**src/sv/urb_pkg.sv**
```systemverilog
// shared types, sizes and pointer helpers for the uart ring buffers
package urb_pkg;

	localparam int RX_DEPTH = 16;
	localparam int TX_DEPTH = 8;
	localparam int RX_AW = $clog2(RX_DEPTH);
	localparam int TX_AW = $clog2(TX_DEPTH);

	typedef logic [RX_AW-1:0] rx_ptr_t;
	typedef logic [TX_AW-1:0] tx_ptr_t;

	localparam rx_ptr_t RX_LAST = RX_AW'(RX_DEPTH - 1);
	localparam tx_ptr_t TX_LAST = TX_AW'(TX_DEPTH - 1);

	typedef enum logic [1:0] {
		KIND_RX_BYTE  = 2'd0,
		KIND_TX_EMPTY = 2'd1,
		KIND_PUT      = 2'd2,
		KIND_GET      = 2'd3
	} kind_t;

	typedef struct packed {
		kind_t      kind;
		logic [7:0] data;
		logic       frame_error;
		logic       overrun_error;
		logic       parity_error;
	} in_item_t;

	typedef struct packed {
		logic [7:0]  out_byte;
		logic        out_valid;
		logic        accepted;
		logic        rx_irq_enable;
		logic        tx_irq_enable;
		logic        rx_available;
		logic        tx_has_room;
		logic [15:0] frame_errors;
		logic [15:0] overrun_errors;
		logic [15:0] parity_errors;
		logic [15:0] received_total;
		logic [15:0] sent_total;
	} out_item_t;

	function automatic rx_ptr_t rx_adv(input rx_ptr_t p);
		return (p == RX_LAST) ? '0 : p + 1'b1;
	endfunction

	function automatic tx_ptr_t tx_adv(input tx_ptr_t p);
		return (p == TX_LAST) ? '0 : p + 1'b1;
	endfunction

endpackage

```
**src/sv/urb_in_if.sv**
```systemverilog
// event channel into the ring buffer block
interface urb_in_if;
	logic               valid;
	logic               ready;
	urb_pkg::in_item_t  item;

	modport source (output valid, output item, input ready);
	modport sink (input valid, input item, output ready);
endinterface

```
**src/sv/urb_out_if.sv**
```systemverilog
// result channel out of the ring buffer block
interface urb_out_if;
	logic               valid;
	logic               ready;
	urb_pkg::out_item_t item;

	modport source (output valid, output item, input ready);
	modport sink (input valid, input item, output ready);
endinterface

```
**src/sv/urb_ram.sv**
```systemverilog
// simple dual port ram, one write port and one registered read port
module urb_ram #(
	parameter int DEPTH = 16,
	parameter int WIDTH = 8
) (
	input  logic                     clk,
	input  logic                     we,
	input  logic [$clog2(DEPTH)-1:0] waddr,
	input  logic [WIDTH-1:0]         wdata,
	input  logic                     re,
	input  logic [$clog2(DEPTH)-1:0] raddr,
	output logic [WIDTH-1:0]         rdata
);

	logic [WIDTH-1:0] mem [DEPTH];

	always_ff @(posedge clk) begin
		if (we) begin
			mem[waddr] <= wdata;
		end
	end

	always_ff @(posedge clk) begin
		if (re) begin
			rdata <= mem[raddr];
		end
	end

endmodule

```
**src/sv/uart_rx_tx_ring_buffers_core.sv**
```systemverilog
// uart receive and transmit ring buffers with error and byte counters
// pointers and counters update when an event is accepted, the ring memories are
// read in that same cycle and the byte appears in the result word in the following
// cycle, registered in the ram read port.
// sustained rate is one event per clock while the result side keeps taking words.
// reset clears pointers, counters and tx enable, sets rx enable; ring contents stay.
module uart_rx_tx_ring_buffers_core (
	input  logic             clk,
	input  logic             arst_n,
	urb_in_if.sink           evt,
	urb_out_if.source        res
);
	import urb_pkg::*;

	rx_ptr_t     rx_wp_q, rx_rp_q, rx_wp_d, rx_rp_d;
	tx_ptr_t     tx_wp_q, tx_rp_q, tx_wp_d, tx_rp_d;
	logic        rx_int_en_q, rx_int_en_d;
	logic        tx_int_en_q, tx_int_en_d;
	logic [15:0] frame_cnt_q, overrun_cnt_q, parity_cnt_q, recv_cnt_q, sent_cnt_q;
	logic [15:0] frame_cnt_d, overrun_cnt_d, parity_cnt_d, recv_cnt_d, sent_cnt_d;

	logic        valid_s1, ovalid_s1, acc_s1, tx_src_s1;
	logic        ovalid_d, acc_d, tx_src_d;

	logic        fire;
	logic        rx_we, rx_re, tx_we, tx_re;
	logic        rx_full, rx_empty, tx_full, tx_empty, any_err;
	logic [7:0]  rx_rdata, tx_rdata;

	assign fire = evt.valid && evt.ready;
	assign evt.ready = !valid_s1 || res.ready;

	assign rx_full  = rx_adv(rx_wp_q) == rx_rp_q;
	assign rx_empty = rx_wp_q == rx_rp_q;
	assign tx_full  = tx_adv(tx_wp_q) == tx_rp_q;
	assign tx_empty = tx_wp_q == tx_rp_q;
	assign any_err  = evt.item.frame_error || evt.item.overrun_error || evt.item.parity_error;

	always_comb begin
		rx_wp_d       = rx_wp_q;
		rx_rp_d       = rx_rp_q;
		tx_wp_d       = tx_wp_q;
		tx_rp_d       = tx_rp_q;
		rx_int_en_d   = rx_int_en_q;
		tx_int_en_d   = tx_int_en_q;
		frame_cnt_d   = frame_cnt_q;
		overrun_cnt_d = overrun_cnt_q;
		parity_cnt_d  = parity_cnt_q;
		recv_cnt_d    = recv_cnt_q;
		sent_cnt_d    = sent_cnt_q;
		ovalid_d      = 1'b0;
		acc_d         = 1'b0;
		tx_src_d      = 1'b0;
		rx_we         = 1'b0;
		rx_re         = 1'b0;
		tx_we         = 1'b0;
		tx_re         = 1'b0;
		unique case (evt.item.kind)
			KIND_RX_BYTE: begin
				if (any_err) begin
					if (evt.item.frame_error) frame_cnt_d = frame_cnt_q + 16'd1;
					if (evt.item.overrun_error) overrun_cnt_d = overrun_cnt_q + 16'd1;
					if (evt.item.parity_error) parity_cnt_d = parity_cnt_q + 16'd1;
				end else if (rx_full) begin
					rx_int_en_d = 1'b0;
				end else begin
					rx_we      = fire;
					rx_wp_d    = rx_adv(rx_wp_q);
					recv_cnt_d = recv_cnt_q + 16'd1;
					acc_d      = 1'b1;
				end
			end
			KIND_TX_EMPTY: begin
				if (tx_empty) begin
					tx_int_en_d = 1'b0;
				end else begin
					tx_re      = fire;
					tx_rp_d    = tx_adv(tx_rp_q);
					sent_cnt_d = sent_cnt_q + 16'd1;
					ovalid_d   = 1'b1;
					tx_src_d   = 1'b1;
				end
			end
			KIND_PUT: begin
				if (!tx_full) begin
					tx_we       = fire;
					tx_wp_d     = tx_adv(tx_wp_q);
					tx_int_en_d = 1'b1;
					acc_d       = 1'b1;
				end
			end
			KIND_GET: begin
				if (!rx_empty) begin
					rx_re       = fire;
					rx_rp_d     = rx_adv(rx_rp_q);
					rx_int_en_d = 1'b1;
					ovalid_d    = 1'b1;
				end
			end
			default: begin
			end
		endcase
	end

	// state registers change only when an event is taken, so the result word
	// can show them directly while it waits
	always_ff @(posedge clk or negedge arst_n) begin
		if (!arst_n) begin
			rx_wp_q       <= '0;
			rx_rp_q       <= '0;
			tx_wp_q       <= '0;
			tx_rp_q       <= '0;
			rx_int_en_q   <= 1'b1;
			tx_int_en_q   <= 1'b0;
			frame_cnt_q   <= '0;
			overrun_cnt_q <= '0;
			parity_cnt_q  <= '0;
			recv_cnt_q    <= '0;
			sent_cnt_q    <= '0;
			valid_s1      <= 1'b0;
			ovalid_s1     <= 1'b0;
			acc_s1        <= 1'b0;
			tx_src_s1     <= 1'b0;
		end else begin
			if (fire) begin
				rx_wp_q       <= rx_wp_d;
				rx_rp_q       <= rx_rp_d;
				tx_wp_q       <= tx_wp_d;
				tx_rp_q       <= tx_rp_d;
				rx_int_en_q   <= rx_int_en_d;
				tx_int_en_q   <= tx_int_en_d;
				frame_cnt_q   <= frame_cnt_d;
				overrun_cnt_q <= overrun_cnt_d;
				parity_cnt_q  <= parity_cnt_d;
				recv_cnt_q    <= recv_cnt_d;
				sent_cnt_q    <= sent_cnt_d;
				ovalid_s1     <= ovalid_d;
				acc_s1        <= acc_d;
				tx_src_s1     <= tx_src_d;
			end
			if (fire) begin
				valid_s1 <= 1'b1;
			end else if (res.ready) begin
				valid_s1 <= 1'b0;
			end
		end
	end

	urb_ram #(.DEPTH(RX_DEPTH), .WIDTH(8)) u_rx_ram (
		.clk   (clk),
		.we    (rx_we),
		.waddr (rx_wp_q),
		.wdata (evt.item.data),
		.re    (rx_re),
		.raddr (rx_rp_q),
		.rdata (rx_rdata)
	);

	urb_ram #(.DEPTH(TX_DEPTH), .WIDTH(8)) u_tx_ram (
		.clk   (clk),
		.we    (tx_we),
		.waddr (tx_wp_q),
		.wdata (evt.item.data),
		.re    (tx_re),
		.raddr (tx_rp_q),
		.rdata (tx_rdata)
	);

	assign res.valid = valid_s1;

	always_comb begin
		res.item                = '0;
		res.item.out_byte       = !ovalid_s1 ? 8'd0 : (tx_src_s1 ? tx_rdata : rx_rdata);
		res.item.out_valid      = ovalid_s1;
		res.item.accepted       = acc_s1;
		res.item.rx_irq_enable  = rx_int_en_q;
		res.item.tx_irq_enable  = tx_int_en_q;
		res.item.rx_available   = !(rx_wp_q == rx_rp_q);
		res.item.tx_has_room    = !(tx_adv(tx_wp_q) == tx_rp_q);
		res.item.frame_errors   = frame_cnt_q;
		res.item.overrun_errors = overrun_cnt_q;
		res.item.parity_errors  = parity_cnt_q;
		res.item.received_total = recv_cnt_q;
		res.item.sent_total     = sent_cnt_q;
	end

	a_stall_blocks_input: assert property (@(posedge clk) disable iff (!arst_n)
		res.valid && !res.ready |-> !evt.ready)
		else $error("event taken while result word is stalled");

	a_put_sets_tx_en: assert property (@(posedge clk) disable iff (!arst_n)
		fire && evt.item.kind == KIND_PUT && !tx_full |=> tx_int_en_q && res.item.accepted)
		else $error("put into non-full ring did not set tx enable");

	a_full_rx_refused: assert property (@(posedge clk) disable iff (!arst_n)
		fire && evt.item.kind == KIND_RX_BYTE && !any_err && rx_full
		|=> !rx_int_en_q && $stable(rx_wp_q) && !res.item.accepted)
		else $error("receive into full ring was not refused");

	a_get_moves_ptr: assert property (@(posedge clk) disable iff (!arst_n)
		fire && evt.item.kind == KIND_GET && !rx_empty
		|=> rx_rp_q != $past(rx_rp_q) && res.item.out_valid)
		else $error("get from non-empty ring did not advance read pointer");

endmodule

```
**src/flat_wrapper.sv**
```systemverilog
// flat-port wrapper written by rule: the top's interface ports become plain ports
module uart_rx_tx_ring_buffers_core_flat import urb_pkg::*;
  (clk, arst_n, evt_valid, evt_item, evt_ready, res_valid, res_item, res_ready);
  urb_in_if evt_i ();
  urb_out_if res_i ();
  input  logic clk;
  input  logic arst_n;
  input wire logic [$bits(evt_i.valid)-1:0] evt_valid;
  input wire logic [$bits(evt_i.item)-1:0] evt_item;
  output wire logic [$bits(evt_i.ready)-1:0] evt_ready;
  output wire logic [$bits(res_i.valid)-1:0] res_valid;
  output wire logic [$bits(res_i.item)-1:0] res_item;
  input wire logic [$bits(res_i.ready)-1:0] res_ready;
  assign evt_i.valid = evt_valid;
  assign evt_i.item = evt_item;
  assign evt_ready = evt_i.ready;
  assign res_valid = res_i.valid;
  assign res_item = res_i.item;
  assign res_i.ready = res_ready;
  uart_rx_tx_ring_buffers_core u_core (.clk(clk), .arst_n(arst_n), .evt(evt_i), .res(res_i));
endmodule
```
**config.mk**
```make
export PLATFORM = sky130hd
export DESIGN_NAME = uart_rx_tx_ring_buffers_core_flat
export DESIGN_NICKNAME = d
export VERILOG_FILES = /design/src/sv/urb_pkg.sv /design/src/sv/urb_in_if.sv /design/src/sv/urb_out_if.sv /design/src/sv/urb_ram.sv /design/src/sv/uart_rx_tx_ring_buffers_core.sv /design/src/flat_wrapper.sv
export SDC_FILE = /design/constraint.sdc
export NUM_CORES = 1
export LEC_CHECK = 0
export ABC_AREA = 1
export BUFFER_PORTS_ARGS = -buffer_cell sky130_fd_sc_hd__buf_4
export CAP_MARGIN = 20
export CORE_UTILIZATION = 45
export CTS_CLUSTER_DIAMETER = 80
export DETAILED_ROUTE_END_ITERATION = 8
export RECOVER_POWER = 100
export SLEW_MARGIN = 30
export SYNTH_ARGS = -nofsm -noshare
export SYNTH_HDL_FRONTEND = slang
export SYNTH_SLANG_ARGS = --single-unit
```
**constraint.sdc**
```tcl
create_clock -name clk -period 2.9 [get_ports clk]
set_input_delay 0.58 -clock clk [delete_from_list [all_inputs] [get_ports clk]]
set_output_delay 0.58 -clock clk [all_outputs]
set_load 0.005 [all_outputs]
```
After elaboration in Yosys (flattened, before gate mapping)
Memories as Yosys holds them, arrays and structs flattened. A register that Yosys moved wholly into a read port is not among the register bits.
Index checks and enable logic that the tools add are counted.
- add/subtract/negate cells: 9
- $mul: 0
- div/mod/pow operators: 0
- $lt $le $gt $ge: 0
- equality and inequality tests: 16
- shift operators: 0
- multiplexer cells: 36
- bitwise logic cells: 5
- reductions and logical operators: 20
- operators by type and width (cell ; number):
    adder 16 x 1 -> 16 bit, second input constant ; 5
    2-to-1 mux 1 bit ; 26
    AND reduction 4 bit ; 5
    2-to-1 mux 8 bit ; 2
    AND reduction 3 bit ; 3
    adder 4 x 1 -> 4 bit, second input constant ; 2
    == test 4 bit ; 2
    == test 4 bit, second input constant ; 2
    2-to-1 mux 4 bit ; 2
    case mux 1 bit (2 select lines) ; 4
    adder 3 x 1 -> 3 bit, second input constant ; 2
    == test 3 bit ; 2
    == test 3 bit, second input constant ; 2
    2-to-1 mux 3 bit ; 2
    != test 2 bit, second input constant ; 3
    nonzero test 2 bit ; 3
    NOT 1 bit ; 5
    AND reduction 5 bit ; 1
    == test 2 bit, second input constant ; 2
    != test 2 x 1 -> 1 bit, second input constant ; 2
    logical NOT 1 bit ; 3
    logical OR 1 bit ; 3
    == test 2 x 1 -> 1 bit, second input constant ; 1
    logical NOT 2 bit ; 1
    logical AND 1 bit ; 1
- bits in registers: 100
- bits in latches: 0
- memory bits (writable): 192
- memory bits (read-only): 0
- input bits: 17
- output and inout port bits: 96
- memories: 2
- memory list (name ; depth ; width ; rd ports ; clocked after memory_dff ; wr ports ; RTL line ; text):
    u_core.u_rx_ram.mem ; 16 ; 8 ; 1 ; 1 ; 1 ; urb_ram.sv:15 ; logic [WIDTH-1:0] mem [DEPTH];
    u_core.u_tx_ram.mem ; 8 ; 8 ; 1 ; 1 ; 1 ; urb_ram.sv:15 ;

Depth between registers and ports, before layout
- depth after elaboration: 8
- mapped depth: 13
- mapped depth without buffers: 12

Hierarchy
A second synthesis with hierarchy kept.
- cells, all modules: 1626
- area total of the unflattened synthesis: 14879.3 um^2
- by module, submodules not included (module ; times used ; cells each ; area each (um^2) ; seq. area each (um^2)):
    uart_rx_tx_ring_buffers_core ; 1 ; 772 ; 5901.9 ; 2503.7
    urb_ram at u_core.u_rx_ram ; 1 ; 551 ; 5846.9 ; 4083.9
    urb_ram at u_core.u_tx_ram ; 1 ; 303 ; 3130.5 ; 2162.1

Least setup slack after synthesis
OpenSTA, ideal clock, no wires.
- path kind: reg2reg
- start: reg u_core.tx_wp_q[0]
- end: mem u_core.u_tx_ram.mem[0][0], enable pin
- library setup time: 370 ps
- arrival time: 1962 ps
- path slack: 568 ps
- cell stages (with the launch flop): 10
- path buffers: 0
- clock period less this slack: 2332 ps
- cell sequence: dfrtp_1 > ha_1 > ha_1 > xor2_1 > nor2_1 > nand2_1 > inv_1 > nor2_2 > nand2_1 > nor2_1
- longest elaborated chain between the ends: 7
- elaborated cells between the ends (all ways): 8
- classes of those cells: 1 x add/sub; 2 x eq/ne; 5 x mux
- ends and longest elaborated chain (element ; RTL line ; text):
    start: declaration ; uart_rx_tx_ring_buffers_core.sv:16 ; tx_ptr_t tx_wp_q, tx_rp_q, tx_wp_d, tx_rp_d;
    start signal: assignment ; uart_rx_tx_ring_buffers_core.sv:128 ; tx_wp_q <= tx_wp_d;
    adder 3 x 1 -> 3 bit or == test 3 bit (tied branches) ; urb_pkg.sv:50 ; return (p == TX_LAST) ? '0 : p + 1'b1;
    2-to-1 mux 3 bit ; urb_pkg.sv:50 ;
    == test 3 bit ; uart_rx_tx_ring_buffers_core.sv:35 ; assign tx_full = tx_adv(tx_wp_q) == tx_rp_q;
    2-to-1 mux 1 bit ; uart_rx_tx_ring_buffers_core.sv:85 ; if (!tx_full) begin
    2-to-1 mux 1 bit ; uart_rx_tx_ring_buffers_core.sv:58 ; unique case (evt.item.kind)
    2-to-1 mux 1 bit ; urb_ram.sv:18 ; if (we) begin
    2-to-1 mux 1 bit (not written as such) ; urb_ram.sv:19 ; mem[waddr] <= wdata;
    end: declaration ; urb_ram.sv:15 ;
Parallel ways exist; a longest one is shown, timed or not.

Worst setup path in the final report
- start: reg u_core.rx_wp_q[0]
- end: mem u_core.u_rx_ram.mem[2][1], enable pin
- longest elaborated chain between the ends: 8
- elaborated cells between the ends (all ways): 9
- classes of those cells: 1 x add/sub; 2 x eq/ne; 6 x mux
- ends and longest elaborated chain (element ; RTL line ; text):
    start: declaration ; uart_rx_tx_ring_buffers_core.sv:15 ; rx_ptr_t rx_wp_q, rx_rp_q, rx_wp_d, rx_rp_d;
    start signal: assignment ; uart_rx_tx_ring_buffers_core.sv:126 ; rx_wp_q <= rx_wp_d;
    adder 4 x 1 -> 4 bit or == test 4 bit (tied branches) ; urb_pkg.sv:46 ; return (p == RX_LAST) ? '0 : p + 1'b1;
    2-to-1 mux 4 bit ; urb_pkg.sv:46 ;
    == test 4 bit ; uart_rx_tx_ring_buffers_core.sv:33 ; assign rx_full = rx_adv(rx_wp_q) == rx_rp_q;
    2-to-1 mux 1 bit ; uart_rx_tx_ring_buffers_core.sv:64 ; end else if (rx_full) begin
    2-to-1 mux 1 bit ; uart_rx_tx_ring_buffers_core.sv:60 ; if (any_err) begin
    2-to-1 mux 1 bit ; uart_rx_tx_ring_buffers_core.sv:58 ;
    2-to-1 mux 1 bit ; urb_ram.sv:18 ;
    2-to-1 mux 1 bit (not written as such) ; urb_ram.sv:19 ;
    end: declaration ; urb_ram.sv:15 ;
Parallel ways exist; a longest one is shown, timed or not.

==> results.toml <==
[synthesis]
yosysSeqAreaShare = 0.634
synth_top_area_cell = "edfxtp_1"
yosysWarningCount = 0
synth_cell_types = 39
yosys-top-cells-count = "nand2_1 (264), edfxtp_1 (208), nor2_1 (195), o21ai_0 (139), dfrtp_1 (99)"
ys_top_cells_by_area = "edfxtp_1 (45%), dfrtp_1 (18%), nand2_1 (7.2%)"
synth_seq_cells = 308
syn_nets = 1360
async_flop_share = 0.325
synth_ff_type = "edfxtp_1"
synth_edf_count = 208
synthCells = 1324
synth_top_area_frac = 0.453
synth.most_common_cell = "nand2_1"
syn_area_per_cell_sq_um = 10.4
syn_area_sq_um = 13800

[timing]
fmax_ghz = 0.370
fin_crit_sh = 0.931
hold_viol_final = 0
fin_skew_ns = 0.0221
final.setup.tns_ns = 0
setup_viol = 0
relSlewSlack = -0.0171
worstMarginPinSlew_ns = 1.53
maxSlewViolCount = 51
fin_crit_ns = 2.70
rsz0062_at_grt = "false"

[cts]
cts.clk_slew.worst_paths_ns = 0.06
clk_path_buf_depth = 3
cts_made_buffers = 35
clockRootBuffer = "clkbuf_16"
cts-htree-levels = 2
post_cts_buffers = 0
cts.sinks = 308
cts_tree = "yes"
ctsHoldBuffers = 1
clk_latency_ns = 0.51
ctsResizeCount = 0

[hold_path]
holdPathEnd = "u_core.res.valid$_DFFE_PN0P_"
hold_path.class = "input port to flop"
min_path_cells = 3
hp-start = "evt_valid"

[job]
maxCapViolCount = 2

[placement]
placement.cell_area_sq_um = 15200
place_hpwl_um = 22900
io_buffers = 112
placed_cells = 1812
gp_congestion = 0.894

[die]
initial_utilization = 0.462
rows = 63
die_h_um = 177
dieArea_sq_um = 31400
die_x_um = 177
core_area_sq_um = 29900
ios = 113

[routing]
viasPerCell = 5.37
drt_wl_total_um = 34200
drtIter0Drc = 878
wl_per_cell_um = 18.2
post-route-drc-count = 0
vias = 10100
firstDrtPassIters = 5
antenna_left = 0

[pwr]
p_sw_frac = 0.331
leakage_nw = 6.41
internal_power_mw = 8.98
p_clk_frac = 0.338
combPwrFrac = 0.246
p_switching_mw = 4.45
totalPowerFinal_mw = 13.4
p_seq_frac = 0.416
p_per_area_nw_per_um2 = 832
vdd_drop_max_v = 0.000562

[worst_setup_path]
critPathKind = "flop to flop"
worstReg2RegStart = "u_core.rx_wp_q[0]$_DFFE_PN0P_"
critical_path.endpoint_type = "flop"
r2r_slack_ns = 0.20
reg2reg_to = "u_core.u_rx_ram.mem[2][1]$_DFFE_PP_"
cp_data_required_time_ns = 3.05
cp_max_fo = 13
worst_r2r_path_depth = 9
cp.arrival_ns = 2.85
start_kind = "flop"

[global_route]
first_global_vias = 9748
grt_max_degree = 67
antenna_found_initial = 0
grt_pass1_wl_um = 53800
track_usage = 0.222
grt_remaining_overflow = 0

[layout]
final_cells = 1876
num_antenna_cells = 0
syn_to_final_growth_pct = 17.0
final_area_sq_um = 16100
final_util = 0.540
fillers = 2680
nNetsFinal = 1496
drive_gt1_frac = 0.122

[run_status]
violations = "max-capacitance violations, max-slew violations"
status = "complete, but fails checks"
==> flip-flops by register name (all words and copies together), names as in the netlist, 8 cells and up <==
name                   count
u_core.u_rx_ram.rdata      8
u_core.u_rx_ram.mem      128
u_core.recv_cnt_q         16
u_core.sent_cnt_q         16
u_core.overrun_cnt_q      16
u_core.frame_cnt_q        16
u_core.u_tx_ram.mem       64
u_core.parity_cnt_q       16
u_core.u_tx_ram.rdata      8
==> placed cells by master, fill, tap and decap left out, drive strengths merged <==
cell type and n:
and3 1, o211ai 4, dlygate4sd3 1, clkinvlp 3, clkbuf 168, nor3 17, ha 19, edfxtp 208
a21boi 1, xnor2 29, buf 30, o22ai 34, o21ai 140, nand3b 3, o221ai 12, and2 1
inv 85, nor2 200, clkinv 10, xor2 38, nor3b 1, dfrtp 99, dfstp 1, a21oi 4
bufinv 4, nand2 268, nand4 39, nand3 66
==> worst max path at each step <==
stage | slack (ns) | to | cells past startpoint | from
detailed placement | 0.38 | u_core.u_tx_ram.mem[2][0]$_DFFE_PP_ | 9 | u_core.tx_wp_q[0]$_DFFE_PN0P_
global placement | 0.41 | u_core.u_tx_ram.mem[3][3]$_DFFE_PP_ | 9 | u_core.tx_wp_q[0]$_DFFE_PN0P_
finish | 0.20 | u_core.u_rx_ram.mem[2][1]$_DFFE_PP_ | 9 | u_core.rx_wp_q[0]$_DFFE_PN0P_
floorplan | 0.57 | u_core.u_tx_ram.mem[0][0]$_DFFE_PP_ | 9 | u_core.tx_wp_q[0]$_DFFE_PN0P_
global route | 0.08 | u_core.sent_cnt_q[8]$_DFFE_PN0P_ | 8 | u_core.tx_rp_q[1]$_DFFE_PN0P_
CTS | 0.30 | res_item[81] | 6 | u_core.rx_rp_q[2]$_DFFE_PN0P_
==> power groups by stage <==
stage | Clock, mW | Sequential [mW] | Combinational, mW
floorplan | 0 | 5.43 | 2.23
global placement | 0 | 5.67 | 3.35
detailed placement | 0 | 5.68 | 3.37
CTS | 4.62 | 5.59 | 3.39
global route | 4.78 | 5.66 | 3.70
finish | 4.54 | 5.59 | 3.30
==> critical path, cell delays in order (launching register included) <==
cell and delay, ns:
dfrtp_1 0.48, inv_1 0.15, ha_1 0.35, xnor2_1 0.14, nand2_1 0.09, nor2_1 0.05, nand3_2 0.21, nand4_1 0.33
nor2_1 0.17, clkbuf_1 0.38
==> cell type report <==
type                       instances  area [sq um]  share of cell area
clock inverter                    17           211              0.0131
sequential                       308          8750               0.542
multi-input combinational        877          4400               0.273
timing repair buffer             153           995              0.0616
clock buffer                      46           980              0.0607
inverter                          85           319              0.0198
tap                              390           488              0.0302
==> stage by stage <==
stage | hold WS [ns] | worst slack (ns)
3_3_place_gp | 0.449 | 0.415
2_1_floorplan | 0.284 | 0.568
5_1_grt | 0.301 | 0.0828
4_1_cts | 0.295 | 0.300
3_5_place_dp | 0.458 | 0.382
6_report | 0.307 | 0.200
==> per-layer routing <==
| metal | GRT usage | part of all wire | vias up |
|---|---|---|---|
| met1 | 0.318 | 0.45 | 4840 |
| met4 | 0.0614 | 0.021 | 0 |
| li1 | - | - | 4822 |
| met3 | 0.0354 | 0.069 | 55 |
| met2 | 0.348 | 0.46 | 349 |
| met5 | 0 | 0 | - |
==> kinds of logic after synthesis <==
family | Yosys count | synth area share
and+or+nand+nor | 596 | 0.185
DFF | 308 | 0.634
AOI/OAI and AO/OA | 195 | 0.0788
buffers and inverters | 139 | 0.0425
xor gates and xnor gates | 67 | 0.0425
adders and majority gates | 19 | 0.0172
Note: power is estimated with default switching activity, not from simulation.
